## src/rtl/tam_pkg.sv

```systemverilog
`timescale 1ns / 1ps
package tam_pkg;
    localparam int unsigned CFG_W = 7;
    localparam int unsigned PIX_W = 8;
    localparam int unsigned POS_W = 6;
    localparam int unsigned SUM_W = 20;

    localparam int unsigned MAX_WIDTH  = 64;
    localparam int unsigned MAX_HEIGHT = 64;
    localparam int unsigned TC_W  = $clog2(MAX_WIDTH);
    localparam int unsigned TR_W  = $clog2(MAX_HEIGHT);
    localparam int unsigned ADR_W = TC_W + TR_W;
    localparam int unsigned DEPTH = MAX_WIDTH * MAX_HEIGHT;

    localparam logic [1:0] REG_IMG_WIDTH  = 2'd0;
    localparam logic [1:0] REG_IMG_HEIGHT = 2'd1;
    localparam logic [1:0] REG_TILE_SIZE  = 2'd2;

    localparam logic OP_LOAD = 1'b0;
    localparam logic OP_READ = 1'b1;

    typedef struct packed {
        logic             opcode;
        logic [PIX_W-1:0] red_in;
        logic [PIX_W-1:0] green_in;
        logic [PIX_W-1:0] blue_in;
        logic [POS_W-1:0] read_col;
        logic [POS_W-1:0] read_row;
    } tam_in_t;

    typedef struct packed {
        logic [PIX_W-1:0] red_avg;
        logic [PIX_W-1:0] green_avg;
        logic [PIX_W-1:0] blue_avg;
    } tam_out_t;

    typedef struct packed {
        logic capture;
        logic locate;
        logic mem_rd;
        logic mem_wr;
        logic div_start;
        logic div_step;
        logic out_load;
    } tam_cmd_t;

    typedef struct packed {
        logic is_read;
        logic loc_done;
        logic div_done;
    } tam_sts_t;
endpackage

```

## src/rtl/tam_ctrl.sv

```systemverilog
`timescale 1ns / 1ps
module tam_ctrl
    import tam_pkg::*;
(
    input  logic     aclk,
    input  logic     aresetn,
    input  logic     s_valid,
    output logic     s_ready,
    output logic     m_valid,
    input  logic     m_ready,
    output tam_cmd_t cmd,
    input  tam_sts_t sts
);
    typedef enum logic [2:0] {
        ST_IDLE, ST_LOCATE, ST_FETCH, ST_ACCUM, ST_SETUP, ST_DIV
    } state_t;

    state_t state_reg;
    logic   m_valid_reg;

    assign s_ready = (state_reg == ST_IDLE);
    assign m_valid = m_valid_reg;

    always_comb begin
        cmd = '0;
        cmd.capture = s_valid && s_ready;
        cmd.locate = (state_reg == ST_LOCATE) && !sts.loc_done;
        cmd.mem_rd = (state_reg == ST_FETCH);
        cmd.mem_wr = (state_reg == ST_ACCUM);
        cmd.div_start = (state_reg == ST_SETUP);
        cmd.div_step = (state_reg == ST_DIV) && !sts.div_done;
        cmd.out_load = (state_reg == ST_DIV) && sts.div_done && (!m_valid_reg || m_ready);
    end

    always_ff @(posedge aclk) begin
        if (!aresetn) begin
            state_reg   <= ST_IDLE;
            m_valid_reg <= 1'b0;
        end else begin
            if (m_valid_reg && m_ready) m_valid_reg <= 1'b0;
            unique case (state_reg)
                ST_IDLE:   if (s_valid) state_reg <= ST_LOCATE;
                ST_LOCATE: if (sts.loc_done) state_reg <= ST_FETCH;
                ST_FETCH:  state_reg <= sts.is_read ? ST_SETUP : ST_ACCUM;
                ST_ACCUM:  state_reg <= ST_IDLE;
                ST_SETUP:  state_reg <= ST_DIV;
                ST_DIV: begin
                    if (cmd.out_load) begin
                        m_valid_reg <= 1'b1;
                        state_reg   <= ST_IDLE;
                    end
                end
                default:   state_reg <= ST_IDLE;
            endcase
        end
    end
endmodule

```

## config.mk

```make
export PLATFORM = sky130hd
export DESIGN_NAME = tam_ctrl
export DESIGN_NICKNAME = d
export VERILOG_FILES = /design/src/rtl/tam_pkg.sv /design/src/rtl/tam_ctrl.sv
export SDC_FILE = /design/constraint.sdc
export NUM_CORES = 1
export LEC_CHECK = 0
export ABC_AREA = 1
export BUFFER_PORTS_ARGS = -buffer_cell sky130_fd_sc_hd__buf_2
export CAP_MARGIN = 20
export CORE_AREA = 2 2 39 41
export CTS_CLUSTER_DIAMETER = 60
export DETAILED_ROUTE_END_ITERATION = 16
export DIE_AREA = 0 0 41 43
export PLACE_DENSITY = 0.46
export SLEW_MARGIN = 20
export SYNTH_ARGS = -nofsm -noshare
export SYNTH_HDL_FRONTEND = slang
export SYNTH_SLANG_ARGS = --single-unit
```

## constraint.sdc

```tcl
create_clock -name aclk -period 0.9 [get_ports aclk]
set_input_delay 0.18 -clock aclk [delete_from_list [all_inputs] [get_ports aclk]]
set_output_delay 0.18 -clock aclk [all_outputs]
set_load 0.03 [all_outputs]
```

## After elaboration in Yosys (flattened, before gate mapping)

Index checks and enable logic that the tools add are counted.
Widths: inputs -> output; s select.

| word-level totals | value |
|---|---|
| register bits | 4 |
| input bits | 7 |
| output and inout port bits | 9 |
| word-level logic and storage cells | 30 |

| operators by class | value |
|---|---|
| eq/ne operators | 8 |
| mux-type cells | 8 |
| reduce and logical (&&, ||, !) cells | 12 |

Operator list:

| operator | number |
|---|---|
| $pmux 3 s5 | 1 |
| $mux 3 | 4 |
| $eq 3x2->1 const B | 2 |
| $eq 3x3->1 const B | 2 |
| $logic_and 1x1->1 | 6 |
| $ne 2x2->1 const B | 3 |
| $eq 3x1->1 const B | 1 |
| $logic_not 1->1 | 3 |
| $logic_not 3->1 | 1 |
| $mux 1 | 3 |
| $reduce_and 3->1 | 1 |
| $logic_or 1x1->1 | 1 |

## Longest topological paths before layout

Gate-level depths: netlist (run 1).

| logic depth | value |
|---|---|
| word-level depth | 5 |
| gate-level depth with buffers | 7 |
| depth with buffers taken out | 7 |

## Least setup slack after synthesis (run 1)

OpenSTA, ideal clock, no wires.

| timing | value |
|---|---|
| path kind | reg2out |
| start | reg state_reg[0] |
| end | out cmd[6] (netlist bit) |
| data arrival time | 1255 ps |
| data required time | 720 ps |
| path slack | -535 ps |
| stages on the path, launching flop included | 4 |
| path buffers | 0 |
| cell sequence | dfxtp_1 nor2_1 inv_1 nor3_1 |

RTL lines:

| what | line | text |
|---|---|---|
| start: declaration | tam_ctrl.sv:18 | `state_t state_reg;` |
| start signal: assignment | tam_ctrl.sv:44 | `ST_FETCH: state_reg <= sts.is_read ? ST_SETUP : ST_ACCUM;` |
| end: declaration | tam_ctrl.sv:11 | `output tam_cmd_t cmd,` |

==> results of run 1 <==
## cells in the mapped netlist
master	instances
nand2_1	8
a21oi_1	4
nand3_2	1
dfxtp_1	4
nand3_1	2
nor2_2	4
nor3_1	2
a31oi_1	1
a21oi_2	1
nor3_2	1
inv_2	3
inv_1	10
nor2_1	5
## worst min-delay path by stage
| stage | from | end | slack (ns) | depth (start not counted) |
|---|---|---|---|---|
| floorplan | aresetn | state_reg[0]$_SDFFE_PN0P_ | 0.29 | 2 |
| global placement | aresetn | state_reg[0]$_SDFFE_PN0P_ | 0.42 | 3 |
| detailed placement | aresetn | state_reg[0]$_SDFFE_PN0P_ | 0.43 | 3 |
| CTS | aresetn | state_reg[0]$_SDFFE_PN0P_ | 0.18 | 3 |
| global route | aresetn | state_reg[0]$_SDFFE_PN0P_ | 0.19 | 3 |
| finish | aresetn | state_reg[0]$_SDFFE_PN0P_ | 0.19 | 3 |
## through the flow
| stage | power [µW] | setup TNS (ns) | instances | worst slack (ns) | util |
|---|---|---|---|---|---|
| 6_report | 908 | -3.23 | 90 | -0.376 | 0.502 |
| 5_1_grt | 983 | -3.96 | 90 | -0.437 | 0.502 |
| 4_1_cts | 854 | -3.39 | 89 | -0.391 | 0.449 |
| 3_5_place_dp | 519 | -1.77 | 83 | -0.232 | 0.355 |
| 3_3_place_gp | 516 | -1.75 | 83 | -0.220 | 0.355 |
| 2_1_floorplan | 432 | -0.929 | 46 | -0.187 | - |
## per-layer routing
layer	GRT usage	part of all wire	vias up
li1	-	-	196
met1	0.135	0.42	163
met2	0.169	0.53	10
met3	0.0471	0.040	2
met4	0.0800	0.010	0
met5	0	0	-
## layout make-up
cell class | instances | area [µm²]
tap | 16 | 20.0
multi-input combinational | 29 | 280
sequential | 4 | 92.6
timing repair buffer | 24 | 221
inverter | 13 | 53.8
clock buffer | 4 | 26.3
fill | 128 | 689
## timing repair
action / 4_1_cts / 5_1_grt
setup buffers: 2 / 1
setup endpoints to repair: 13 / 13
endpoints found under the hold margin: 0 / 0
gates resized for setup: 26 / 16
pin swaps: 3 / 8
## cells by family after synthesis
group / synth area share
AOI/OAI and AO/OA: 0.126
buffers and inverters: 0.176
and+or+nand+nor: 0.410
DFF: 0.288
## report_power, final
group / switching (µW) / internal, µW
registers: 30.9 / 193
logic: 237 / 205
clock network: 75.1 / 166
total: 343 / 565
## worst max-delay path: cells and delay by family, from the launching register on
| family | cells | cell delay [ns] |
|---|---|---|
| DFF | 1 | 0.36 |
| and+or+nand+nor | 2 | 0.30 |
| buffers and inverters | 2 | 0.22 |
==> flow_metrics.tcl, run 1 <==
set metrics [dict create \
    finalHoldViolCount 0 \
    die_area_um2 1760 \
    leakage_uw 0.000323 \
    ys_ff_latch 4 \
    violations "setup timing" \
    cts_root_buf "clkbuf_4" \
    slowest_delay_ns 0.36 \
    synth_fp_nets 53 \
    worstSetupStartpoint "state_reg[1]$_SDFFE_PN0P_" \
    fin_worst_skew_ns 0.00767 \
    max_freq_mhz 784 \
    grt_start_max_net_pins 6 \
    crit_arrival_ns 1.10 \
    n_antenna_cell 0 \
    drt-total-wl_um 794 \
    fin_crit_sh 1.42 \
    first_global_vias 360 \
    final_common_cell "buf_6" \
    p_per_area_nw_per_um2 1310 \
    status "finished, violations left" \
    insertion_delay_ns 0.24 \
    die_w_um 41 \
    crit_end "cmd[6]" \
    clkSinkCount 4 \
    coreArea_um2 1380 \
    gr-total-overflow 0 \
    cpMaxStageDelayCell "dfxtp_4" \
    hold_class "in -> reg" \
    final_area_um2 694 \
    synth_area_um2 278 \
    drtIter0Drc 1 \
    viasPerCell 4.12 \
    fin_crit_ns 1.28 \
    worstSetupEndpointType "output pin" \
    initial_core_util 0.201 \
    htreeDepth 1 \
    r2r_cells 8 \
    cts_tree "done" \
    drc 0 \
    nets 82 \
    rows 14 \
    tightestPinTransition_ns 0.190 \
    maxSlewHeadroom 0.873 \
    ctsHoldBuffers 0 \
    r2r_slack_ns -0.21 \
    hpwl_um 617 \
    path_clk_slew_ns 0.04 \
    startpoint_type "flop" \
    worst-setup-path-type "reg -> out" \
    antenna_found_initial 0 \
    worstPathRequired_ns 0.72 \
    ir_drop_uv 714 \
    place.gp.congestion 0.776 \
    io_pins 16 \
    setup_slack_ns -0.376 \
    r2r-start "state_reg[1]$_SDFFE_PN0P_" \
    cts_buffer_depth 2 \
    placed_area_um2 492 \
    drt-pass1-iter-count 2 \
    largest_reg_flops 3 \
    crit_fanout 3 \
    portBuffers 15 \
    ant_nets 0 \
    yosysWarnings 0 \
    final-setup-viol-count 12 \
    grt_usage 0.117 \
    drive_gt1_frac 0.797 \
    vias 371 \
    cts_buffers 3 \
    grt_pass1_wl_mm 1.35 \
    ys_types 13 \
    holdWs_ns 0.195 \
    synthCells 46 \
    wire_per_inst_um 8.82 \
    synth_area_per_cell_um2 6.04 \
    drv_cap 0 \
    synth_top_area_frac 0.288 \
    yosysSeqAreaShare 0.288 \
    rsz0062_at_grt "true" \
    slew_violations 0 \
    die_height_um 43 \
    r2r_end "state_reg[1]$_SDFFE_PN0P_" \
    cp_cell_sequence "nor2_4 -> inv_4 -> nor3_4 -> buf_6" \
    areaGrowthSynthToFinish_pct 150 \
    synth.area.top_cells "dfxtp_1 29%, inv_1 14%, nand2_1 11%" \
    mostFrequentLayoutCells "15 x buf_6, 7 x nor2_4, 6 x inv_1, 6 x nand2_1, 6 x buf_2" \
    synth.largest_area_cell "dfxtp_1" \
]
Note: power is estimated with default switching activity, not from simulation.
==> run 2, diff against run 1 <==
- BUFFER_PORTS_ARGS: -buffer_cell sky130_fd_sc_hd__buf_2 -> default
- DONT_BUFFER_PORTS: default -> 1
- PLACE_DENSITY: 0.46 -> 0.35
==> run 2 against run 1 <==
Compared with the run above: the run still ends with setup timing left; clock skew down 0.0017 ns; first-iteration DRC count rose by 100%; clock power barely moved; die area did not move; final cell count fell by 5.6%; critical endpoint unchanged.
==> flow_metrics.tcl, run 2 (synthesized netlist as in run 1, its figures left out) <==
set metrics [dict create \
    crit_arrival_ns 1.11 \
    r2r_end "state_reg[1]$_SDFFE_PN0P_" \
    portBuffers 0 \
    grt_usage 0.118 \
    cts_buffers 3 \
    fin_crit_sh 1.43 \
    vias 355 \
    grt.met2_usage 0.213 \
    place.gp.congestion 0.713 \
    holdWs_ns 0.0821 \
    rsz0062_at_grt "true" \
    utilization 0.459 \
    io_pins 16 \
    gr-total-overflow 0 \
    cts_tree "done" \
    crit_fanout 5 \
    maxSlewHeadroom 0.843 \
    mostFrequentLayoutCells "12 x buf_4, 8 x inv_1, 7 x nand2_1" \
    clkSinkCount 4 \
    drt-total-wl_um 849 \
    worstPathRequired_ns 0.72 \
    final_common_cell "buf_4" \
    finalHoldViolCount 0 \
    grt_busiest_layer "met2" \
    met1_usage 0.117 \
    ctsHoldBuffers 0 \
    nets 77 \
    htreeDepth 1 \
    cts_buffer_depth 2 \
    slew_violations 0 \
    fin_worst_skew_ns 0.00599 \
    wire_per_inst_um 9.99 \
    violations "setup timing" \
    r2r_cells 8 \
    rows 14 \
    worstSetupEndpointType "output pin" \
    finalPower_uw 887 \
    crit_end "cmd[6]" \
    hpwl_um 721 \
    coreArea_um2 1380 \
    ant_nets 0 \
    worstSetupStartpoint "state_reg[0]$_SDFFE_PN0P_" \
    final-setup-viol-count 12 \
    insertion_delay_ns 0.23 \
    drv_cap 0 \
    cts_root_buf "clkbuf_4" \
    fin_crit_ns 1.29 \
    grt_start_max_net_pins 7 \
    setup_slack_ns -0.389 \
    drt-pass1-iter-count 3 \
    antenna_found_initial 0 \
    die_area_um2 1760 \
    grt_pass1_wl_mm 1.37 \
    drive_gt1_frac 0.710 \
    die_w_um 41 \
    initial_core_util 0.201 \
    r2r-start "state_reg[0]$_SDFFE_PN0P_" \
    hold_class "in -> reg" \
    startpoint_type "flop" \
    p_per_area_nw_per_um2 1400 \
    viasPerCell 4.18 \
    final_cells 85 \
    use_met3 0.0209 \
    areaGrowthSynthToFinish_pct 129 \
    path_clk_slew_ns 0.04 \
    largest_reg_flops 3 \
    leakage_uw 0.000290 \
    drc 0 \
    die_height_um 43 \
    status "finished, violations left" \
    tightestPinTransition_ns 0.235 \
    r2r_slack_ns -0.25 \
    dp.cells 76 \
    ir_drop_uv 553 \
    max_freq_mhz 776 \
    drtIter0Drc 2 \
    worst-setup-path-type "reg -> out" \
    n_antenna_cell 0 \
    first_global_vias 346 \
]
run 2: cell count changes in the layout (fill, tap and decap cells not counted), sizes merged:
| cell | previous run | this run |
|---|---|---|
| buf | 24 | 19 |
run 2: worst min-delay path by stage:
stage	from	to	slack (ns)	depth (start not counted)
6_report	aresetn	state_reg[0]$_SDFFE_PN0P_	0.08	2
3_3_place_gp	aresetn	state_reg[0]$_SDFFE_PN0P_	0.32	2
5_1_grt	aresetn	state_reg[0]$_SDFFE_PN0P_	0.07	2
3_5_place_dp	aresetn	state_reg[0]$_SDFFE_PN0P_	0.32	2
4_1_cts	aresetn	state_reg[0]$_SDFFE_PN0P_	0.07	2
2_1_floorplan	aresetn	state_reg[0]$_SDFFE_PN0P_	0.29	2
run 2: report_power, final:
group,switching [µW],internal (µW),total [µW]
registers,29.9,193,223
clock network,76.0,167,242
logic,225,196,421
total,331,556,887
run 2: area by class of cell:
| type | instances | area, µm² |
|---|---|---|
| clock buffers | 4 | 26.3 |
| fillers | 138 | 748 |
| inverters | 13 | 56.3 |
| multi-input cells | 29 | 245 |
| flip-flops and latches | 4 | 92.6 |
| well taps | 16 | 20.0 |
| repair buffers | 19 | 195 |
run 2: repair_timing:
item	CTS	global route
gates cloned	0	0
setup endpoints to repair	12	13
resized for setup	11	3
setup buffers	5	0
pin swaps	7	5
endpoints found under the hold margin	0	0
run 2: layer usage:
| layer | part of all wire | vias up |
|---|---|---|
| li1 | - | 187 |
| met1 | 0.35 | 159 |
| met2 | 0.60 | 9 |
| met3 | 0.051 | 0 |
| met4 | 0 | 0 |
| met5 | 0 | - |
run 2: metrics by stage:
step                      instance area (µm²)  worst slack [ns]  setup TNS, ns
final                                     636            -0.389          -3.49
after global routing                      636            -0.442          -4.05
after CTS                                 624            -0.428          -3.80
after detailed placement                  514            -0.198          -1.51
after global placement                    514            -0.188          -1.37
after floorplan                           352            -0.187         -0.929
run 2: worst max-delay path, cell delays in order, from the launching register on:
cell and delay [ns]:
dfxtp_4 0.37, nor2_4 0.11, inv_4 0.06, nor3_4 0.19
buf_12 0.14
